### src/hdl/brme_pkg.sv
`timescale 1ns / 1ps
// ----------------------------------------------------------------------------
// brme_pkg
// Types and constants shared by the byte register machine executor.
// ----------------------------------------------------------------------------
package brme_pkg;

  localparam int PROGRAM_DEPTH_DEF = 256;
  localparam int REG_COUNT         = 16;
  localparam int REG_AW            = 4;

  localparam logic [7:0] OP_INC  = 8'h01;
  localparam logic [7:0] OP_DEC  = 8'h02;
  localparam logic [7:0] OP_MOV  = 8'h03;
  localparam logic [7:0] OP_LDI  = 8'h04;
  localparam logic [7:0] OP_SHL  = 8'h05;
  localparam logic [7:0] OP_SHR  = 8'h06;
  localparam logic [7:0] OP_JMP  = 8'h07;
  localparam logic [7:0] OP_JZ   = 8'h08;
  localparam logic [7:0] OP_JNZ  = 8'h09;
  localparam logic [7:0] OP_JEND = 8'h0A;
  localparam logic [7:0] OP_HALT = 8'h0B;
  localparam logic [7:0] OP_ADD  = 8'h0C;
  localparam logic [7:0] OP_SUB  = 8'h0D;
  localparam logic [7:0] OP_XOR  = 8'h0E;
  localparam logic [7:0] OP_OR   = 8'h0F;
  localparam logic [7:0] OP_READ = 8'h10;
  localparam logic [7:0] OP_WRT  = 8'h11;

  typedef struct packed {
    logic [7:0] opcode;
    logic [7:0] operand;
    logic [7:0] input_byte;
    logic       input_available;
  } brme_in_t;

  typedef struct packed {
    logic [7:0] next_pc;
    logic       write_valid;
    logic [7:0] write_byte;
    logic       halted;
  } brme_out_t;

endpackage

### src/hdl/byte_register_machine_executor.sv
`timescale 1ns / 1ps
// ----------------------------------------------------------------------------
// byte_register_machine_executor
// Executes one two-byte instruction per transaction on sixteen 8-bit
// registers and returns the next pc, an optional output byte and halt status.
// ----------------------------------------------------------------------------
// pipeline: an instruction is registered in stage 1 (register file read), then in the output stage
// throughput: 1 instruction per cycle while out_stall is low, set by the register file read,
//   alu and write-back path with write-to-read forwarding
// reset: synchronous active-low rst_n clears registers (valid bits), flags,
//   pc and both pipeline valids; no clearing pass
module byte_register_machine_executor
  import brme_pkg::*;
#(
  parameter int PROGRAM_DEPTH = PROGRAM_DEPTH_DEF
) (
  input  logic      clk,
  input  logic      rst_n,
  input  logic      in_valid,
  output logic      in_stall,
  input  brme_in_t  in_data,
  output logic      out_valid,
  input  logic      out_stall,
  output brme_out_t out_data
);

  localparam int PC_W = (PROGRAM_DEPTH > 1) ? $clog2(PROGRAM_DEPTH) : 1;

  // jump distance reduced modulo program depth, per operand value
  logic [PC_W-1:0] jmp_mod [256];

  for (genvar g = 0; g < 256; g++) begin : g_jmp
    localparam int SOFF = (g >= 128) ? g - 256 : g;
    localparam int HALF = SOFF / 2;
    localparam int MODV = ((HALF % PROGRAM_DEPTH) + PROGRAM_DEPTH) % PROGRAM_DEPTH;
    assign jmp_mod[g] = PC_W'(MODV);
  end

  // register file
  logic [7:0]           mem [REG_COUNT];
  logic [REG_COUNT-1:0] mem_vld_r;

  // stage 1
  logic        s1_valid_r;
  brme_in_t    s1_data_r;
  logic [7:0]  rd_lo_r;
  logic [7:0]  rd_hi_r;

  // architectural state
  logic [PC_W-1:0] pc_r;
  logic            zf_r;
  logic            ef_r;
  logic            halt_r;

  // output stage
  logic        out_valid_r;
  brme_out_t   out_data_r;

  logic        exec_fire;
  logic        in_fire;
  logic        we;
  logic [REG_AW-1:0] waddr;
  logic [7:0]  wdata;
  logic        take_jmp;
  logic        hold_pc;
  logic        setz;
  logic [7:0]  lo_new;
  logic        zf_nxt;
  logic        ef_nxt;
  logic        halt_nxt;
  logic [PC_W-1:0] pc_step;
  logic [PC_W:0]   pc_sum;
  logic [PC_W-1:0] pc_nxt;
  brme_out_t   res;
  logic [REG_AW-1:0] ra_lo;
  logic [REG_AW-1:0] ra_hi;
  logic [REG_AW-1:0] s1_lo;

  assign exec_fire = s1_valid_r && (!out_valid_r || !out_stall);
  assign in_stall  = s1_valid_r && !exec_fire;
  assign in_fire   = in_valid && !in_stall;
  assign out_valid = out_valid_r;
  assign out_data  = out_data_r;

  assign ra_lo = in_data.operand[3:0];
  assign ra_hi = in_data.operand[7:4];
  assign s1_lo = s1_data_r.operand[3:0];

  // execute
  always_comb begin
    we       = 1'b0;
    waddr    = s1_lo;
    wdata    = rd_lo_r;
    take_jmp = 1'b0;
    hold_pc  = 1'b0;
    setz     = 1'b0;
    lo_new   = rd_lo_r;
    ef_nxt   = ef_r;
    halt_nxt = halt_r;
    res      = '0;
    unique case (s1_data_r.opcode)
      OP_INC: begin
        we    = 1'b1;
        wdata = rd_lo_r + 8'd1;
      end
      OP_DEC: begin
        we    = 1'b1;
        wdata = rd_lo_r - 8'd1;
      end
      OP_MOV: begin
        we    = 1'b1;
        wdata = rd_hi_r;
        setz  = 1'b1;
      end
      OP_LDI: begin
        we    = 1'b1;
        waddr = '0;
        wdata = s1_data_r.operand;
      end
      OP_SHL: begin
        we    = 1'b1;
        wdata = {rd_lo_r[6:0], 1'b0};
      end
      OP_SHR: begin
        we    = 1'b1;
        wdata = {1'b0, rd_lo_r[7:1]};
      end
      OP_JMP:  take_jmp = 1'b1;
      OP_JZ:   take_jmp = zf_r;
      OP_JNZ:  take_jmp = !zf_r;
      OP_JEND: take_jmp = ef_r;
      OP_HALT: begin
        halt_nxt = 1'b1;
        hold_pc  = 1'b1;
      end
      OP_ADD: begin
        we    = 1'b1;
        wdata = rd_lo_r + rd_hi_r;
        setz  = 1'b1;
      end
      OP_SUB: begin
        we    = 1'b1;
        wdata = rd_lo_r - rd_hi_r;
        setz  = 1'b1;
      end
      OP_XOR: begin
        we    = 1'b1;
        wdata = rd_lo_r ^ rd_hi_r;
        setz  = 1'b1;
      end
      OP_OR: begin
        we    = 1'b1;
        wdata = rd_lo_r | rd_hi_r;
        setz  = 1'b1;
      end
      OP_READ: begin
        setz = 1'b1;
        if (!ef_r) begin
          if (s1_data_r.input_available) begin
            we    = 1'b1;
            wdata = s1_data_r.input_byte;
          end else begin
            ef_nxt = 1'b1;
          end
        end
      end
      OP_WRT: begin
        res.write_valid = 1'b1;
        res.write_byte  = rd_lo_r;
      end
      default: ;
    endcase

    if (we && (waddr == s1_lo)) begin
      lo_new = wdata;
    end
    zf_nxt = setz ? (lo_new == 8'd0) : zf_r;

    if (hold_pc) begin
      pc_step = '0;
    end else if (take_jmp) begin
      pc_step = jmp_mod[s1_data_r.operand];
    end else begin
      pc_step = PC_W'(1 % PROGRAM_DEPTH);
    end
    pc_sum = {1'b0, pc_r} + {1'b0, pc_step};
    if (pc_sum >= (PC_W+1)'(PROGRAM_DEPTH)) begin
      pc_sum = pc_sum - (PC_W+1)'(PROGRAM_DEPTH);
    end
    pc_nxt = pc_sum[PC_W-1:0];

    if (halt_r) begin
      we       = 1'b0;
      zf_nxt   = zf_r;
      ef_nxt   = ef_r;
      halt_nxt = halt_r;
      pc_nxt   = pc_r;
      res      = '0;
    end
    res.next_pc = 8'(pc_nxt);
    res.halted  = halt_nxt;
  end

  // register file write
  always_ff @(posedge clk) begin
    if (exec_fire && we) begin
      mem[waddr] <= wdata;
    end
  end

  always_ff @(posedge clk) begin
    if (!rst_n) begin
      mem_vld_r <= '0;
    end else if (exec_fire && we) begin
      mem_vld_r[waddr] <= 1'b1;
    end
  end

  // register file read with write-back forwarding
  always_ff @(posedge clk) begin
    if (in_fire) begin
      s1_data_r <= in_data;
      if (exec_fire && we && (waddr == ra_lo)) begin
        rd_lo_r <= wdata;
      end else begin
        rd_lo_r <= mem_vld_r[ra_lo] ? mem[ra_lo] : 8'd0;
      end
      if (exec_fire && we && (waddr == ra_hi)) begin
        rd_hi_r <= wdata;
      end else begin
        rd_hi_r <= mem_vld_r[ra_hi] ? mem[ra_hi] : 8'd0;
      end
    end
  end

  always_ff @(posedge clk) begin
    if (!rst_n) begin
      s1_valid_r <= 1'b0;
    end else if (in_fire) begin
      s1_valid_r <= 1'b1;
    end else if (exec_fire) begin
      s1_valid_r <= 1'b0;
    end
  end

  always_ff @(posedge clk) begin
    if (!rst_n) begin
      pc_r   <= '0;
      zf_r   <= 1'b0;
      ef_r   <= 1'b0;
      halt_r <= 1'b0;
    end else if (exec_fire) begin
      pc_r   <= pc_nxt;
      zf_r   <= zf_nxt;
      ef_r   <= ef_nxt;
      halt_r <= halt_nxt;
    end
  end

  always_ff @(posedge clk) begin
    if (exec_fire) begin
      out_data_r <= res;
    end
  end

  always_ff @(posedge clk) begin
    if (!rst_n) begin
      out_valid_r <= 1'b0;
    end else if (exec_fire) begin
      out_valid_r <= 1'b1;
    end else if (!out_stall) begin
      out_valid_r <= 1'b0;
    end
  end

endmodule
### config.mk
export PLATFORM = sky130hd
export DESIGN_NAME = byte_register_machine_executor
export DESIGN_NICKNAME = d
export VERILOG_FILES = /design/src/hdl/brme_pkg.sv /design/src/hdl/byte_register_machine_executor.sv
export SDC_FILE = /design/constraint.sdc
export NUM_CORES = 1
export LEC_CHECK = 0
export ABC_AREA = 1
export BUFFER_PORTS_ARGS = -buffer_cell sky130_fd_sc_hd__buf_2
export CORE_MARGIN = 2
export CORE_UTILIZATION = 35
export DETAILED_ROUTE_END_ITERATION = 8
export HOLD_SLACK_MARGIN = 0.05
export PLACE_DENSITY = 0.52
export REMOVE_ABC_BUFFERS = 1
export SLEW_MARGIN = 20
export SYNTH_ARGS = -nofsm -noshare
export SYNTH_HDL_FRONTEND = slang
export SYNTH_SLANG_ARGS = --single-unit
### constraint.sdc
create_clock -name clk -period 6.15 [get_ports clk]
set_input_delay 0.9225 -clock clk [delete_from_list [all_inputs] [get_ports clk]]
set_output_delay 0.9225 -clock clk [all_outputs]
set_load 0.005 [all_outputs]
## After elaboration in Yosys (flattened, before gate mapping)

Memory sizes are Yosys's and may differ from the RTL's.
Cells that the tools add are included.

| cells by class | value |
|---|---|
| multiplexer cells | 38 |
| bitwise logic cells | 6 |
| reduce and logical (&&, ||, !) cells | 21 |
| add/sub/neg operators | 6 |
| magnitude comparators | 6 |
| eq/ne operators | 21 |

Operator list:

| operator | number |
|---|---|
| $mux 8 | 13 |
| $pmux 8 s11 | 1 |
| $eq 8x4->1 const B | 8 |
| $eq 8x3->1 const B | 4 |
| $ge 9x9->1 const B | 2 |
| $mux 1 | 17 |
| $eq 8x2->1 const B | 2 |
| $eq 8x5->1 const B | 2 |
| $or 16x16->16 | 1 |
| $sub 8x1->8 const B | 2 |
| $lt 4x5->1 const B | 3 |
| $eq 4x4->1 | 3 |
| $reduce_or 10->1 | 1 |
| $add 8x8->9 | 1 |
| $mux 9 | 1 |
| $not 8->9 | 1 |
| $add 8x1->8 const B | 1 |
| $add 8x8->8 | 1 |
| $bmux 1 s4 | 2 |
| $eq 8x1->1 const B | 1 |
| $logic_and 1x1->1 | 8 |
| $logic_not 8->1 | 1 |
| $or 8x8->8 | 1 |
| $sub 8x8->8 | 1 |
| 14 further kinds | 20 |

| storage, ports and cells | value |
|---|---|
| RAM bits | 128 |
| input port bits | 29 |
| ROM bits | 2048 |
| memories kept | 2 |
| output and inout port bits | 20 |
| register bits after elaboration | 88 |

Memory list:

| name | depth | width | read ports | clocked after memory_dff | write ports | RTL line | source |
|---|---|---|---|---|---|---|---|
| (no name shown) | 256 | 8 | 1 | 0 | 0 | byte_register_machine_executor.sv:182 | `pc_step = jmp_mod[s1_data_r.operand];` |
| mem | 16 | 8 | 2 | 0 | 1 | byte_register_machine_executor.sv:40 | `logic [7:0] mem [REG_COUNT];` |

## Depth between registers and ports, before layout

| depth | value |
|---|---|
| depth after elaboration | 10 |
| depth in mapped cells | 23 |

## Worst setup path before layout

Ideal clock, no wire load.

| timing path | value |
|---|---|
| path kind | input port to flip-flop |
| start | input port out_stall |
| end | memory mem[1][0] (enable) |
| setup slack | 2.524 ns |
| setup time | 0.374 ns |
| buffers on the path | 0 |
| stages | 9 |
| arrival time | 3.253 ns |
| cells stage by stage | nand2_1 -> inv_1 -> nor2_1 -> inv_1 -> nor2_1 -> nand2_1 -> inv_2 -> nand4_1 -> nor2_1 |

| between the ends | value |
|---|---|
| longest elaborated chain between the ends | 6 |

RTL lines:

| element | RTL line | source |
|---|---|---|
| start: declaration | byte_register_machine_executor.sv:23 | `input logic out_stall,` |
| $logic_not 1->1 | - |  |
| $logic_or 1x1->1 | byte_register_machine_executor.sv:79 | `assign exec_fire = s1_valid_r && (!out_valid_r \|\| !out_stall);` |
| $logic_and 1x1->1 | byte_register_machine_executor.sv:79 |  |
| via exec_fire | byte_register_machine_executor.sv:59 | `logic exec_fire;` |
| $logic_and 1x1->1 | byte_register_machine_executor.sv:206 | `if (exec_fire && we) begin` |
| $mux 1 | byte_register_machine_executor.sv:206 |  |
| $mux 1 (not written as such) | byte_register_machine_executor.sv:207 | `mem[waddr] <= wdata;` |
| end: declaration | byte_register_machine_executor.sv:40 |  |

The timed path passes the listed nets, and every way through them passes these cells.

## Final worst setup path

| timing path | value |
|---|---|
| start | register s1_data_r[24] in the netlist's numbering |
| end | memory mem[12][7], data pin |

| between the ends | value |
|---|---|
| longest elaborated chain between the ends | 2 |

RTL lines:

| element | RTL line | source |
|---|---|---|
| start: declaration | byte_register_machine_executor.sv:45 | `brme_in_t s1_data_r;` |
| start signal: assignment | byte_register_machine_executor.sv:222 | `s1_data_r <= in_data;` |
| $eq 8x5->1, or another cell as far along | byte_register_machine_executor.sv:101 | `unique case (s1_data_r.opcode)` |
| $pmux 8 s11 (*) | byte_register_machine_executor.sv:101 |  |
| via wdata[7] | byte_register_machine_executor.sv:63 | `logic [7:0] wdata;` |

The timed path passes the listed nets; every way through them passes the cells marked *.

==> out/results.ini <==
[outcome]
status = finished clean

[pwr]
total_power_mw = 3.56
p_int_mw = 2.63
p_leak_nw = 5.13
switchingPower_mw = 0.924
vdd_drop_max_v = 0.000198
power_density_nw_per_um2 = 267
power_frac_seq_pct = 46.9
swShare_pct = 26.0
p_clk_share_pct = 42.9
combPwrFrac_pct = 10.2

[critical_path]
timing.critical_path.fanout_max = 24
path_class = flop to flop
cp-end-kind = flop
path_buf_inv = 4
path_cells = nor2_2 -> nand2_4 -> inv_4 -> nand2_1 -> nand2_1 -> inv_1 -> a221oi_1 -> ha_1 -> a21oi_1 -> o21ai_0 -> a31oi_1 -> inv_1 -> nand3_1 -> nand3_1 -> nand2_1 -> nand2_1 -> inv_1
cpMaxStageDelayCell = inv_1
crit_path_frequent_cell = nand2_1
critical_path.top_delay_family = simple AND/OR/NAND/NOR gates
worstSetupStartpointType = flop
required_ns = 6.41
critPathArrivalTime_ns = 4.12
cp_slowest_stage_delay_ns = 0.45

[floorplan]
coreArea_sq_um = 33400
ios = 49
die-area_sq_um = 35400
die-width_um = 188
start_util_pct = 35.5
row_count = 67
die_h_um = 188

[synthesis]
synth-edff-count = 187
yosysTopAreaCell = edfxtp_1
synth_ff_type = edfxtp_1
syn_area_sq_um = 11900
synth.most_common_cell = o21ai_0
ys_async_sr_fraction_pct = 0
ys_types = 44
synth_seq_cells = 216
synth.top_cell.area_share_pct = 47.3
yosysSeqAreaShare_pct = 52.2
yosysWarnings = 0
synthTopCellsByArea = edfxtp_1 (47%), o21ai_0 (9.3%), nor2_1 (6.5%)
synth.avg_cell_area_sq_um = 8.63
syn_inst = 1375
ys_top_cells_by_count = o21ai_0 (220), nor2_1 (207), edfxtp_1 (187), nand2_1 (158), inv_1 (135)

[detailed_routing]
viasPerCell = 5.42
wl_per_cell_um = 19.9
ant_nets = 0
drt_pass1_iterations = 6
drc = 0
vias = 10107
finalWirelength_mm = 37.2
drt_iter0_drc = 950

[placement]
place_congestion = 0.947
dp_cells = 1818
pre_cts_ws_ns = 2.17
io_buffers = 48
dpl.hpwl_mm = 24.7

[timing]
slew_headroom_pct = 26.3
setup_ws_ns = 2.29
finalSetupTns_ns = 0
fin_crit_ns = 3.86
rsz0062_at_grt = false
fin_crit_sh_pct = 62.8
hold_violations = 0
finalSetupViolCount = 0
fmax_mhz = 259
slew_viol_final = 0
fin_skew_ns = 0.0288
worst_pin_slew_ns = 1.10

[final_layout]
nNetsFinal = 1455
layout-drive-gt1-share_pct = 9.80
nFillCells = 3351
fin_cells = 1866
antenna_cells = 0
area_delta_synth_final_pct = 12.4

[job]
max_cap_violations = 0

[grt]
grt_start_max_net_pins = 64
overflow = 0
antenna_found_initial = 0
grt_usage_pct = 20.8
grt_pass1_vias = 9642
grt_pass1_wl_mm = 57.2

[clocking]
cts_buffer_depth = 3
post_cts_resized = 0
cts_setup_buffers = 0
cts_root_buf = clkbuf_16
clkLatencyLatePin_ns = 0.56
cts_sinks = 216
clkTransAtPathRegs_ns = 0.06
cts_hold_buf = 0
cts_max_level = 1
cts_tree = built
cts_buffers = 26

[min_path]
hp-class = flop to flop

## power by group through the flow
| stage | Combinational [mW] | Clock, mW | Sequential (mW) |
|---|---|---|---|
| floorplan | 0.205 | 0 | 1.69 |
| global placement | 0.358 | 0 | 1.70 |
| detailed placement | 0.359 | 0 | 1.70 |
| CTS | 0.360 | 1.56 | 1.67 |
| global route | 0.404 | 1.61 | 1.67 |
| finish | 0.364 | 1.53 | 1.67 |
## sequential cells by signal, summed over array words and instances (netlist names)
signal and count:
s1_data_r 25, s1_valid_r 1, out_data 18, mem 128, halt_r 1, pc_r 8
rd_lo_r 8, zf_r 1, ef_r 1, out_valid 1, rd_hi_r 8, mem_vld_r 16
## stage by stage
stage	area (sq um)	hold slack (ns)	util [%]
floorplan	11600	0.440	-
global placement	12500	0.448	37.3
CTS	13300	0.472	39.9
global route	13300	0.498	39.9
finish	13300	0.469	39.9
detailed placement	12500	0.457	37.3
## placed cells by master, fill, tap and decap left out, types with 4 or more instances in the layout
cell type and count:
a211oi_1 9, o22ai_1 39, o21ai_1 17, inv_2 10, nor3_1 9, o211ai_1 4
o311ai_0 4, a21oi_1 88, nand3_1 72, clkbuf_1 9, o21ai_0 220, nand2_1 158
o21a_1 7, ha_1 26, xor2_1 15, buf_4 11, clkbuf_16 26, clkinv_1 7
nand4_1 15, edfxtp_1 187, dfxtp_1 29, nand3b_1 6, nor2_2 11, o221ai_1 7
nor2_1 205, nand2_2 10, or2_2 4, buf_2 48, inv_1 134
## cell families (layout without fill, tap and decap cells)
group                    count (synthesis)  count (layout)  share of synthesized area, %
AND/OR/NAND/NOR                        499             499                          18.2
AO/OA/AOI/OAI                          402             402                          18.3
flip-flops                             216             216                          52.2
buffers and inverters                  213             256                          6.96
adder cells (fa/ha/maj)                 28              28                          3.08
XOR/XNOR                                17              17                          1.25
## worst register-to-register path: stages, from the launching register on
cell      delay (ns)
edfxtp_1        0.38
nor2_2          0.26
nand2_4         0.12
inv_4           0.23
nand2_1         0.17
nand2_1         0.15
inv_1           0.11
a221oi_1        0.33
ha_1            0.35
a21oi_1         0.19
o21ai_0         0.11
a31oi_1         0.24
inv_1           0.07
nand3_1         0.08
nand3_1         0.14
nand2_1         0.10
nand2_1         0.11
inv_1           0.45
## final cells by class
cell class | count | area (sq um) | area share, %
flip-flops and latches | 216 | 6200 | 46.4
multi-input cells | 946 | 4850 | 36.4
repair buffers | 59 | 323 | 2.42
clock buffers | 37 | 712 | 5.34
well taps | 448 | 561 | 4.20
inverters | 149 | 562 | 4.21
clock inverters | 11 | 135 | 1.01
## per-layer routing
metal | global-route usage, % | routed length [um] | up-vias
met5 | 0 | 0 | -
met4 | 5.18 | 798 | 0
met3 | 2.92 | 2500 | 60
met2 | 34.1 | 17200 | 401
met1 | 28.8 | 16700 | 4812
li1 | - | - | 4834
## path summary, 6_finish.rpt
path,from,to,slack [ns],cells after the start
min reg2reg,mem_vld_r[2]$_SDFFE_PN0P_,mem_vld_r[2]$_SDFFE_PN0P_,0.47,1
max,s1_data_r[24]$_DFFE_PP_,mem[12][7]$_DFFE_PP_,2.29,17
min,mem_vld_r[2]$_SDFFE_PN0P_,mem_vld_r[2]$_SDFFE_PN0P_,0.47,1
max reg2reg,s1_data_r[24]$_DFFE_PP_,mem[12][7]$_DFFE_PP_,2.29,17
No activity file was read; power rests on OpenSTA's default activity.
